[src/hw/rtl/assert_macros.svh]
// ----------------------------------------------------------------------------
// assert_macros.svh
// Assertion helper macros, compiled out when SYNTH is defined
// ----------------------------------------------------------------------------
`ifndef ASSERT_MACROS_SVH
`define ASSERT_MACROS_SVH

`ifndef SYNTH
// property checked on every rising clk edge outside reset
`define ASSERT_PROP(lbl, prop, msg) \
  lbl: assert property (@(posedge clk) disable iff (!rst_n) (prop)) else $error(msg);
// condition that must never be seen outside reset
`define ASSERT_NEVER(lbl, cond, msg) \
  lbl: assert property (@(posedge clk) disable iff (!rst_n) !(cond)) else $error(msg);
`else
`define ASSERT_PROP(lbl, prop, msg)
`define ASSERT_NEVER(lbl, cond, msg)
`endif

`endif

[src/hw/rtl/tuc_pkg.sv]
// ----------------------------------------------------------------------------
// tuc_pkg
// Types, codes and character helpers for the text to unsigned converter
// ----------------------------------------------------------------------------
package tuc_pkg;

  localparam int BASE_W  = 6;
  localparam int CHAR_W  = 8;
  localparam int STAT_W  = 2;
  localparam int BIT_W   = 3;

  // radix limits
  localparam logic [BASE_W-1:0] BASE_DEFAULT = 6'd10;
  localparam logic [BASE_W-1:0] BASE_MIN     = 6'd2;
  localparam logic [BASE_W-1:0] BASE_MAX     = 6'd36;
  localparam logic [BASE_W-1:0] DIGIT_NONE   = 6'd63;
  localparam logic [BIT_W-1:0]  BIT_LAST     = 3'(BASE_W - 1);

  // result status codes
  localparam logic [STAT_W-1:0] STAT_OK       = 2'd0;
  localparam logic [STAT_W-1:0] STAT_RANGE    = 2'd1;
  localparam logic [STAT_W-1:0] STAT_BAD_BASE = 2'd2;

  // character codes
  localparam logic [CHAR_W-1:0] CH_ZERO    = 8'd48;
  localparam logic [CHAR_W-1:0] CH_NINE    = 8'd57;
  localparam logic [CHAR_W-1:0] CH_UP_A    = 8'd65;
  localparam logic [CHAR_W-1:0] CH_UP_Z    = 8'd90;
  localparam logic [CHAR_W-1:0] CH_LO_A    = 8'd97;
  localparam logic [CHAR_W-1:0] CH_LO_Z    = 8'd122;
  localparam logic [CHAR_W-1:0] CH_CASE    = 8'd32;
  localparam logic [CHAR_W-1:0] CH_PLUS    = 8'd43;
  localparam logic [CHAR_W-1:0] CH_TAB     = 8'd9;
  localparam logic [CHAR_W-1:0] CH_LF      = 8'd10;
  localparam logic [CHAR_W-1:0] CH_VT      = 8'd11;
  localparam logic [CHAR_W-1:0] CH_FF      = 8'd12;
  localparam logic [CHAR_W-1:0] CH_CR      = 8'd13;
  localparam logic [CHAR_W-1:0] LETTER_OFS = 8'd55;

  // parse phase of the current string
  typedef enum logic [2:0] {
    PH_IDLE   = 3'b001,
    PH_LEAD   = 3'b010,
    PH_DIGITS = 3'b100
  } phase_t;

  // sequencer states
  typedef enum logic [3:0] {
    S_IDLE = 4'b0001,
    S_EVAL = 4'b0010,
    S_MUL  = 4'b0100,
    S_FIN  = 4'b1000
  } seq_t;

  // digit value of a character in any case, DIGIT_NONE if not alphanumeric
  function automatic logic [BASE_W-1:0] digit_value(input logic [CHAR_W-1:0] c);
    logic [CHAR_W-1:0] u;
    logic [BASE_W-1:0] v;
    u = (c >= CH_LO_A && c <= CH_LO_Z) ? c - CH_CASE : c;
    if (u >= CH_ZERO && u <= CH_NINE) begin
      v = BASE_W'(u - CH_ZERO);
    end else if (u >= CH_UP_A && u <= CH_UP_Z) begin
      v = BASE_W'(u - LETTER_OFS);
    end else begin
      v = DIGIT_NONE;
    end
    return v;
  endfunction

  // leading whitespace that is skipped (space is not)
  function automatic logic is_skip_space(input logic [CHAR_W-1:0] c);
    return c == CH_FF || c == CH_LF || c == CH_CR || c == CH_TAB || c == CH_VT;
  endfunction

endpackage

[src/hw/rtl/text_to_unsigned_converter_top.sv]
// ----------------------------------------------------------------------------
// text_to_unsigned_converter_top
// Character-serial text to unsigned integer converter, radix 2 to 36
// ----------------------------------------------------------------------------
// A string enters one character per input beat, and a digit character passes
// from accept to the next ready through accept, decode, the shared shift-add
// unit that multiplies the running value by the base one base bit per cycle,
// and the digit add and range check. Whitespace, plus and characters that
// are ignored pass through accept and decode only. A result sits in the
// output register while the next characters are taken; only a character
// that must itself report waits in decode or range check until the output
// register is free.
`include "assert_macros.svh"

module text_to_unsigned_converter_top #(
  parameter int WORD_BITS  = 64,
  parameter int COUNT_BITS = 32
) (
  input  logic                                clk,
  input  logic                                rst_n,
  // configuration
  input  logic                                cfg_we,
  input  logic [tuc_pkg::BASE_W-1:0]          cfg_wdata,
  // character input
  input  logic                                in_valid,
  output logic                                in_ready,
  input  logic                                in_first_char,
  input  logic [tuc_pkg::CHAR_W-1:0]          in_char_code,
  // result output
  output logic                                out_valid,
  input  logic                                out_ready,
  output logic [WORD_BITS-1:0]                out_value,
  output logic [tuc_pkg::STAT_W-1:0]          out_status,
  output logic [COUNT_BITS-1:0]               out_consumed
);

  localparam int PROD_W = WORD_BITS + tuc_pkg::BASE_W + 1;

  tuc_pkg::seq_t                  state_r, state_nxt;
  tuc_pkg::phase_t                phase_r, phase_nxt;
  logic [tuc_pkg::BASE_W-1:0]     base_r, base_nxt;
  logic [WORD_BITS-1:0]           acc_r, acc_nxt;
  logic [COUNT_BITS-1:0]          cnt_r, cnt_nxt;
  logic [tuc_pkg::CHAR_W-1:0]     char_r, char_nxt;
  logic [PROD_W-1:0]              prod_r, prod_nxt;
  logic [tuc_pkg::BASE_W-1:0]     digit_r, digit_nxt;
  logic [tuc_pkg::BIT_W-1:0]      bit_r, bit_nxt;
  logic                           out_valid_r, out_valid_nxt;
  logic [WORD_BITS-1:0]           out_value_r, out_value_nxt;
  logic [tuc_pkg::STAT_W-1:0]     out_status_r, out_status_nxt;
  logic [COUNT_BITS-1:0]          out_cnt_r, out_cnt_nxt;

  logic [tuc_pkg::BASE_W-1:0]     base_eff;
  logic                           base_ok;
  logic [tuc_pkg::BASE_W-1:0]     dval;
  logic [COUNT_BITS-1:0]          cnt_bump;
  logic [PROD_W-1:0]              sum;
  logic                           ovf;
  logic                           slot_free;

  // effective radix and decode of the held character
  assign base_eff  = (base_r == '0) ? tuc_pkg::BASE_DEFAULT : base_r;
  assign base_ok   = (base_eff >= tuc_pkg::BASE_MIN) && (base_eff <= tuc_pkg::BASE_MAX);
  assign dval      = tuc_pkg::digit_value(char_r);
  assign cnt_bump  = (cnt_r == '1) ? cnt_r : cnt_r + COUNT_BITS'(1);
  assign sum       = prod_r + PROD_W'(digit_r);
  assign ovf       = |sum[PROD_W-1:WORD_BITS];
  assign slot_free = !out_valid_r || out_ready;

  // sequencer and datapath next state
  always_comb begin
    state_nxt      = state_r;
    phase_nxt      = phase_r;
    base_nxt       = cfg_we ? cfg_wdata : base_r;
    acc_nxt        = acc_r;
    cnt_nxt        = cnt_r;
    char_nxt       = char_r;
    prod_nxt       = prod_r;
    digit_nxt      = digit_r;
    bit_nxt        = bit_r;
    out_valid_nxt  = out_valid_r && !out_ready;
    out_value_nxt  = out_value_r;
    out_status_nxt = out_status_r;
    out_cnt_nxt    = out_cnt_r;

    case (state_r)
      tuc_pkg::S_IDLE: begin
        if (in_valid) begin
          char_nxt  = in_char_code;
          state_nxt = tuc_pkg::S_EVAL;
          if (in_first_char) begin
            phase_nxt = tuc_pkg::PH_LEAD;
            acc_nxt   = '0;
            cnt_nxt   = '0;
          end
        end
      end
      tuc_pkg::S_EVAL: begin
        if (phase_r == tuc_pkg::PH_IDLE) begin
          state_nxt = tuc_pkg::S_IDLE;
        end else if (!base_ok) begin
          if (slot_free) begin
            out_valid_nxt  = 1'b1;
            out_value_nxt  = '0;
            out_status_nxt = tuc_pkg::STAT_BAD_BASE;
            out_cnt_nxt    = '0;
            phase_nxt      = tuc_pkg::PH_IDLE;
            state_nxt      = tuc_pkg::S_IDLE;
          end
        end else if (phase_r == tuc_pkg::PH_LEAD && tuc_pkg::is_skip_space(char_r)) begin
          cnt_nxt   = cnt_bump;
          state_nxt = tuc_pkg::S_IDLE;
        end else if (phase_r == tuc_pkg::PH_LEAD && char_r == tuc_pkg::CH_PLUS) begin
          cnt_nxt   = cnt_bump;
          phase_nxt = tuc_pkg::PH_DIGITS;
          state_nxt = tuc_pkg::S_IDLE;
        end else if (dval >= base_eff) begin
          // first non-digit ends the string
          if (slot_free) begin
            out_valid_nxt  = 1'b1;
            out_value_nxt  = acc_r;
            out_status_nxt = tuc_pkg::STAT_OK;
            out_cnt_nxt    = cnt_r;
            phase_nxt      = tuc_pkg::PH_IDLE;
            state_nxt      = tuc_pkg::S_IDLE;
          end
        end else begin
          digit_nxt = dval;
          prod_nxt  = '0;
          bit_nxt   = tuc_pkg::BIT_LAST;
          state_nxt = tuc_pkg::S_MUL;
        end
      end
      tuc_pkg::S_MUL: begin
        // msb-first shift-add over the base bits
        prod_nxt = {prod_r[PROD_W-2:0], 1'b0} +
                   (base_eff[bit_r] ? PROD_W'(acc_r) : '0);
        if (bit_r == '0) begin
          state_nxt = tuc_pkg::S_FIN;
        end else begin
          bit_nxt = bit_r - tuc_pkg::BIT_W'(1);
        end
      end
      tuc_pkg::S_FIN: begin
        if (ovf) begin
          if (slot_free) begin
            out_valid_nxt  = 1'b1;
            out_value_nxt  = '1;
            out_status_nxt = tuc_pkg::STAT_RANGE;
            out_cnt_nxt    = cnt_r;
            phase_nxt      = tuc_pkg::PH_IDLE;
            state_nxt      = tuc_pkg::S_IDLE;
          end
        end else begin
          acc_nxt   = sum[WORD_BITS-1:0];
          cnt_nxt   = cnt_bump;
          phase_nxt = tuc_pkg::PH_DIGITS;
          state_nxt = tuc_pkg::S_IDLE;
        end
      end
      default: begin
        state_nxt = tuc_pkg::S_IDLE;
      end
    endcase
  end

  // control registers
  always_ff @(posedge clk) begin
    if (!rst_n) begin
      state_r     <= tuc_pkg::S_IDLE;
      phase_r     <= tuc_pkg::PH_IDLE;
      base_r      <= tuc_pkg::BASE_DEFAULT;
      acc_r       <= '0;
      cnt_r       <= '0;
      out_valid_r <= 1'b0;
    end else begin
      state_r     <= state_nxt;
      phase_r     <= phase_nxt;
      base_r      <= base_nxt;
      acc_r       <= acc_nxt;
      cnt_r       <= cnt_nxt;
      out_valid_r <= out_valid_nxt;
    end
  end

  // payload registers
  always_ff @(posedge clk) begin
    char_r       <= char_nxt;
    prod_r       <= prod_nxt;
    digit_r      <= digit_nxt;
    bit_r        <= bit_nxt;
    out_value_r  <= out_value_nxt;
    out_status_r <= out_status_nxt;
    out_cnt_r    <= out_cnt_nxt;
  end

  // no beat is taken while reset is held
  assign in_ready     = rst_n && (state_r == tuc_pkg::S_IDLE);
  assign out_valid    = out_valid_r;
  assign out_value    = out_value_r;
  assign out_status   = out_status_r;
  assign out_consumed = out_cnt_r;

  // checks
  `ASSERT_PROP(a_accept_to_eval, (in_valid && in_ready) |=> (state_r == tuc_pkg::S_EVAL),
               "accepted beat did not move to decode")
  `ASSERT_PROP(a_mul_steps, (state_r == tuc_pkg::S_MUL && bit_r != '0) |=>
               (state_r == tuc_pkg::S_MUL), "multiply left before last base bit")
  `ASSERT_PROP(a_bad_base_zero, (out_valid && out_status == tuc_pkg::STAT_BAD_BASE) |->
               (out_value == '0 && out_consumed == '0), "bad base result not zero")
  `ASSERT_NEVER(a_status_code, out_valid && out_status != tuc_pkg::STAT_OK &&
                out_status != tuc_pkg::STAT_RANGE && out_status != tuc_pkg::STAT_BAD_BASE,
                "undefined status on output")

endmodule

[config.mk]
export PLATFORM = sky130hd
export DESIGN_NAME = text_to_unsigned_converter_top
export DESIGN_NICKNAME = d
export VERILOG_FILES = /design/src/hw/rtl/tuc_pkg.sv /design/src/hw/rtl/text_to_unsigned_converter_top.sv
export VERILOG_INCLUDE_DIRS = /design/src /design/src/hw/rtl
export SDC_FILE = /design/constraint.sdc
export NUM_CORES = 1
export LEC_CHECK = 0
export BUFFER_PORTS_ARGS = -buffer_cell sky130_fd_sc_hd__buf_2
export CAP_MARGIN = 25
export CORE_MARGIN = 4
export CORE_UTILIZATION = 30
export CTS_BUF_LIST = sky130_fd_sc_hd__clkbuf_4 sky130_fd_sc_hd__clkbuf_8
export CTS_CLUSTER_SIZE = 24
export DETAILED_ROUTE_END_ITERATION = 16
export GPL_TIMING_DRIVEN = 0
export PLACE_DENSITY = 0.55
export SYNTH_ARGS = -nofsm -noshare
export SYNTH_HDL_FRONTEND = slang
export SYNTH_SLANG_ARGS = --single-unit
export TNS_END_PERCENT = 1
[constraint.sdc]
create_clock -name clk -period 7.32 [get_ports clk]
set_input_delay 0.732 -clock clk [delete_from_list [all_inputs] [get_ports clk]]
set_output_delay 0.732 -clock clk [all_outputs]
set_load 0.005 [all_outputs]
* Word-level counts from Yosys, hierarchy flattened *
Index checks and enable logic that the tools add are counted.

word-level totals
  register bits = 296
  bits in latches = 0
  memory bits (writable) = 0
  ROM bits = 0
  output and inout port bits = 100
  word-level logic and storage cells = 188
  memories = 0

operators by class
  add/sub/neg operators = 7
  multipliers = 0
  div/mod/pow operators = 0
  order comparisons = 10
  eq/ne operators = 32
  shifts and indexed selects = 0
  muxes and demuxes = 90
  bitwise gates (word level) = 4
  reduce and logical (&&, ||, !) cells = 32

operators with widths
  kind                                                                number
  two-way mux 64 bit                                                  13
  two-way mux 32 bit                                                  16
  two-way mux 71 bit                                                  5
  one-hot mux 64 bit (2 select lines)                                 2
  one-hot mux 71 bit (2 select lines)                                 1
  one-hot mux 32 bit (3 select lines)                                 1
  adder 71 x 6 -> 71 bit                                              1
  adder 71 x 64 -> 71 bit                                             1
  one-hot mux 32 bit (2 select lines)                                 1
  two-way mux 3 bit                                                   15
  == test 8 x 4 -> 1 bit (second input constant)                      5
  two-way mux 4 bit                                                   9
  adder 32 x 1 -> 32 bit (second input constant)                      1
  == test 32 bit (second input constant)                              1
  != test 2 bit (second input constant)                               12
  AND reduction 7 bit                                                 3
  two-way mux 2 bit                                                   9
  two-way mux 6 bit                                                   3
  AND reduction 6 bit                                                 3
  greater-or-equal comparator 8 x 7 -> 1 bit (second input constant)  2
  less-or-equal comparator 8 x 7 -> 1 bit (second input constant)     2
  one-hot mux 4 bit (4 select lines)                                  1
  != test 3 bit (second input constant)                               5
  subtractor 6 bit (second input constant)                            2
  36 further kinds                                                    61

* Logic depth before layout (Yosys ltp) *
  depth after elaboration = 14
  gate-level depth with buffers = 25
  gate-level depth less buffers = 25

* Worst setup path after synthesis *
OpenSTA, ideal clock, no wires.

  path kind = reg-to-reg
  start point = register char_r[1] (netlist bit)
  end point = register prod_r[0] (enable)
  arrival time = 6.882 ns
  setup slack = -0.086 ns
  stages on the path, launching flop included = 22
  path buffers = 0
  cell sequence = edfxtp_1 inv_1 ha_1 nor2_1 a311o_1 nor2_1 nor2_1 ha_1 a31o_2 a221oi_1 o21ai_0 nor2_1 or2_2 ha_1 nand2b_1 a21oi_1 nor2b_1 o21ai_0 a21oi_1 nor2_1 nand2_1 a21oi_1

between the ends
  word-level cells in the longest chain between the ends = 10
  elaborated cells between the ends (all ways) = 32
  those cells by class = add/sub: 3; order compare: 7; eq/ne: 9; mux: 3; reduce/logical: 10

RTL lines
  element                                                                                                       line                                   source
  from (decl)                                                                                                   text_to_unsigned_converter_top.sv:44   logic [tuc_pkg::CHAR_W-1:0] char_r, char_nxt;
  from (signal assigned)                                                                                        text_to_unsigned_converter_top.sv:188  char_r <= char_nxt;
  greater-or-equal comparator 8 x 7 -> 1 bit / less-or-equal comparator 8 x 7 -> 1 bit (equally long branches)  tuc_pkg.sv:59                          u = (c >= CH_LO_A && c <= CH_LO_Z) ? c - CH_CASE : c;
  logical AND 1 bit                                                                                             tuc_pkg.sv:59
  two-way mux 8 bit                                                                                             tuc_pkg.sv:59
  greater-or-equal comparator 8 x 7 -> 1 bit / less-or-equal comparator 8 x 7 -> 1 bit (equally long branches)  tuc_pkg.sv:62                          end else if (u >= CH_UP_A && u <= CH_UP_Z) begin
  logical AND 1 bit                                                                                             tuc_pkg.sv:62
  two-way mux 6 bit                                                                                             tuc_pkg.sv:62
  two-way mux 6 bit                                                                                             tuc_pkg.sv:60                          if (u >= CH_ZERO && u <= CH_NINE) begin
  greater-or-equal comparator 6 bit                                                                             text_to_unsigned_converter_top.sv:117  end else if (dval >= base_eff) begin
  != test 2 bit (no line)                                                                                       n/a
  AND reduction 6 bit (no line) (*)                                                                             n/a
  to (signal assigned)                                                                                          text_to_unsigned_converter_top.sv:189  prod_r <= prod_nxt;
  to (decl)                                                                                                     text_to_unsigned_converter_top.sv:45   logic [PROD_W-1:0] prod_r, prod_nxt;

Every way passes the cells marked *; elsewhere a longest branch is shown, timed or not.
A chain may end at the register's enable or synchronous reset.

* Worst setup path after layout *
  start point = register base_r[2] (netlist bit)
  end point = register prod_r[65] (data pin)

between the ends
  word-level cells in the longest chain between the ends = 7

RTL lines
  element                                      line                                   source
  from (decl)                                  text_to_unsigned_converter_top.sv:41   logic [tuc_pkg::BASE_W-1:0] base_r, base_nxt;
  from (signal assigned)                       text_to_unsigned_converter_top.sv:172  base_r <= tuc_pkg::BASE_DEFAULT;
  from (signal assigned)                       text_to_unsigned_converter_top.sv:179  base_r <= base_nxt;
  zero test 6 bit                              text_to_unsigned_converter_top.sv:62   assign base_eff = (base_r == '0) ? tuc_pkg::BASE_DEFAULT : base_r;
  two-way mux 6 bit (*)                        text_to_unsigned_converter_top.sv:62
  binary-select mux 1 bit (select 3 bit) (*)   text_to_unsigned_converter_top.sv:137  (base_eff[bit_r] ? PROD_W'(acc_r) : '0);
  two-way mux 1 bit (implied by the code) (*)  text_to_unsigned_converter_top.sv:137
  two-way mux 64 bit (*)                       text_to_unsigned_converter_top.sv:137
  adder 71 x 64 -> 71 bit (*)                  text_to_unsigned_converter_top.sv:136  prod_nxt = {prod_r[PROD_W-2:0], 1'b0} +
  one-hot mux 71 bit (2 select lines) (*)      text_to_unsigned_converter_top.sv:86   case (state_r)

Every way passes the cells marked *; elsewhere a longest branch is shown, timed or not. The select of a mux whose other input is x is not followed.

==> load_flow_metrics.sql <==
INSERT INTO impl_metrics (metric_group, metric, value, unit) VALUES
('layout', 'final_cell_mix', 'nand2_1 (373), edfxtp_1 (186), nor2_1 (172)', ''),
('die', 'die_height', '254', 'um'),
('logic_synthesis', 'postSynthRegisterBits', '296', ''),
('timing', 'finalCriticalPeriod', '6.71', 'ns'),
('placed_design', 'place.detailed.hpwl', '42800', 'um'),
('worst_setup_path', 'cp.buffers_inverters', '4', ''),
('job', 'max_capacitance_violation_count', '0', ''),
('power_and_ir_drop', 'ir_drop', '0.0000982', 'V'),
('die', 'die_w', '254', 'um'),
('logic_synthesis', 'synth-edff-count', '186', ''),
('outcome', 'outcome', 'finished, final reports clean', ''),
('worst_setup_path', 'critical_path.cell_chain', 'or3_1, or2_2, nor2_1, nor2_1, a211o_1, a221oi_2, buf_4, clkbuf_1, and2_1, ha_1, inv_1, fa_1, nor2b_1, o21ai_1, a21oi_1, o31a_1, o21ai_0, a2111oi_0, buf_1, or2_2, a31oi_1, a311o_1, xnor2_1, nor2_1', ''),
('clocking', 'cts_inserted_buffers', '55', ''),
('die', 'placement_rows', '89', ''),
('clocking', 'cts.sink_count', '296', ''),
('clocking', 'clockRootBuffer', 'clkbuf_8', ''),
('clocking', 'cts_repair_resize_count', '0', ''),
('layout', 'final_util', '0.357', ''),
('grt', 'via_count_of_the_first_global_routing_pass', '15300', ''),
('route', 'drtPass1Iterations', '6', ''),
('logic_synthesis', 'ys_seq_area_frac', '0.431', ''),
('worst_setup_path', 'critPathKind', 'reg -> reg', ''),
('placed_design', 'gp_congestion', '0.939', ''),
('layout', 'instances_no_fill', '3077', ''),
('route', 'drc_errors', '0', ''),
('timing', 'worst_max_slew_margin_expressed_relative_to_the_limit', '0.339', ''),
('worst_setup_path', 'cpMostUsedCell', 'nor2_1', ''),
('clocking', 'cts.path.max_buffers', '3', ''),
('clocking', 'post_cts_buffers', '0', ''),
('worst_setup_path', 'cp_data_arrival_time', '7.08', 'ns'),
('route', 'drt.antenna.violating_nets', '0', ''),
('timing', 'final_hold_viol_count', '0', ''),
('layout', 'stdcell_area', '21200', 'um^2'),
('placed_design', 'dpl-instance-area', '19900', 'um^2'),
('timing', 'tns', '0', 'ns'),
('die', 'floorplan.core_area', '59400', 'um^2'),
('layout', 'areaGrowthSynthToFinish', '17.1', '%'),
('clocking', 'worstSkewPairLatency', '0.68', 'ns'),
('timing', 'fmax', '149', 'MHz'),
('route', 'wirelength', '56500', 'um'),
('logic_synthesis', 'synth_cells', '2069', ''),
('worst_setup_path', 'worst-endpoint-required', '7.69', 'ns'),
('logic_synthesis', 'yosys_warnings', '0', ''),
('clocking', 'clk_pin_slew', '0.06', 'ns'),
('worst_setup_path', 'crit_path_top_delay_cell', 'a2111oi_0', ''),
('worst_setup_path', 'critical_path.top_delay_family', 'compound AO/OA/AOI/OAI gates', ''),
('grt', 'global_route_wire_length_before_repair', '87600', 'um'),
('die', 'starting_density_of_the_core', '0.305', ''),
('layout', 'fin_nets', '2364', ''),
('route', 'drtIter0Drc', '1254', ''),
('clocking', 'cts_htree_levels', '2', ''),
('timing', 'fin_worst_hold_slack', '0.235', 'ns'),
('logic_synthesis', 'syn-cell-area', '18100', 'um^2'),
('timing', 'timing.final.crit_share', '0.916', ''),
('timing', 'number_of_max_slew_violations_in_the_final_report', '0', ''),
('placed_design', 'placed_cells_incl_taps', '2971', ''),
('power_and_ir_drop', 'power_density', '183', 'nW/um^2'),
('clocking', 'postCtsHoldBufs', '0', ''),
('route', 'via_count', '15900', ''),
('route', 'avgViaCountPerCell', '5.15', ''),
('timing', 'rsz0062_at_grt', 'false', ''),
('timing', 'fin_worst_skew', '0.0527', 'ns'),
('worst_setup_path', 'start_kind', 'register', ''),
('grt', 'antenna_found_initial', '1', ''),
('worst_setup_path', 'cp_slowest_stage_delay', '0.57', 'ns'),
('clocking', 'tritoncts', 'yes', ''),
('grt', 'overflow', '0', ''),
('logic_synthesis', 'synth_area_per_cell', '8.74', 'um^2'),
('logic_synthesis', 'synth.net_count', '2176', ''),
('min_path', 'hold_class', 'in -> reg', ''),
('die', 'io-pin-count', '120', '');
[layout make-up]
cell class	count	area, um^2
Multi-Input combinational cell	1628	9770
Inverter	45	169
Clock buffer	77	966
Timing Repair Buffer	131	797
Fill cell	6153	38200
Clock inverter	26	307
Tap cell	773	967
Antenna cell	1	2.50
Sequential cell	296	7790
Buffer	100	402
[registers in the layout, summed over array words and instances, names as in the netlist]
name / cells
acc_r: 64
base_r: 6
bit_r: 3
char_r: 8
cnt_r: 32
digit_r: 6
out_consumed: 32
out_status: 2
out_valid: 1
out_value: 64
phase_r: 3
prod_r: 71
state_r: 4
[final timing paths]
kind / start / to / slack [ns] / depth (start not counted)
worst max-delay path: base_r[2] / prod_r[65] / 0.61 / 24
worst max register to register: base_r[2] / prod_r[65] / 0.61 / 24
worst min-delay path: in_char_code[7] / char_r[7] / 0.23 / 1
worst min register to register: acc_r[10] / acc_r[10] / 0.46 / 2
[worst reg2reg max path, stage by stage (launching register included)]
cell       delay (ns)
dfxtp_1          0.35
or3_1            0.40
or2_2            0.30
nor2_1           0.10
nor2_1           0.07
a211o_1          0.31
a221oi_2         0.45
buf_4            0.29
clkbuf_1         0.44
and2_1           0.20
ha_1             0.18
inv_1            0.06
fa_1             0.38
nor2b_1          0.18
o21ai_1          0.11
a21oi_1          0.33
o31a_1           0.21
o21ai_0          0.25
a2111oi_0        0.58
buf_1            0.22
or2_2            0.18
a31oi_1          0.17
a311o_1          0.44
xnor2_1          0.16
nor2_1           0.05
[kinds of logic after synthesis]
kind of cell / after synthesis / share of synthesized area
xor+xnor: 128 / 0.0620
buf+inv: 145 / 0.0316
flops: 296 / 0.431
fa+ha+maj: 87 / 0.0610
compound gates: 445 / 0.157
simple gates: 958 / 0.252
mux: 10 / 0.00560
[power by group]
group	leakage, nW	switching, mW	internal (mW)	total [mW]
Sequential	2.45	0.0178	1.78	1.80
Clock	0.666	0.782	1.07	1.86
Combinational	5.33	0.145	0.0683	0.214
[stage by stage]
step / power, mW / setup WS, ns
after floorplan: 1.96 / 0.0901
after global placement: 2.04 / -2.14
after detailed placement: 2.05 / 0.739
after CTS: 3.93 / 0.659
after global routing: 4.01 / 0.303
final: 3.87 / 0.613
[synth_stat cells (all sizes together) (4+ instances only)]
master / instances / area share
a211oi: 12 / 0.0053
a21boi: 57 / 0.024
a21o: 41 / 0.017
a21oi: 146 / 0.041
a221oi: 5 / 0.0024
a31o: 7 / 0.0034
a31oi: 10 / 0.0035
and2: 79 / 0.027
and3: 23 / 0.0082
and4: 10 / 0.0048
buf: 23 / 0.0062
clkbuf: 77 / 0.016
dfxtp: 110 / 0.12
edfxtp: 186 / 0.31
ha: 85 / 0.059
inv: 45 / 0.0093
mux2i: 9 / 0.0050
nand2: 373 / 0.077
nand2b: 11 / 0.0038
nand3: 103 / 0.029
nand3b: 9 / 0.0037
nand4: 42 / 0.015
nor2: 172 / 0.036
nor2b: 31 / 0.011
nor3: 49 / 0.014
nor4: 11 / 0.0042
nor4b: 7 / 0.0034
o211ai: 11 / 0.0046
o21a: 18 / 0.0075
o21ai: 84 / 0.023
o21bai: 7 / 0.0029
o22ai: 4 / 0.0014
o31ai: 11 / 0.0046
or2: 10 / 0.0035
or3: 14 / 0.0048
or4: 5 / 0.0021
xnor2: 66 / 0.032
xor2: 62 / 0.030
[per-layer routing]
layer	track usage	vias up	routed length, um
met5	0	-	0
met4	0.0541	0	1590
met3	0.0293	90	2840
met2	0.270	403	25500
met1	0.239	7612	26600
li1	-	7754	-
Power figures use the tool's default switching activity.
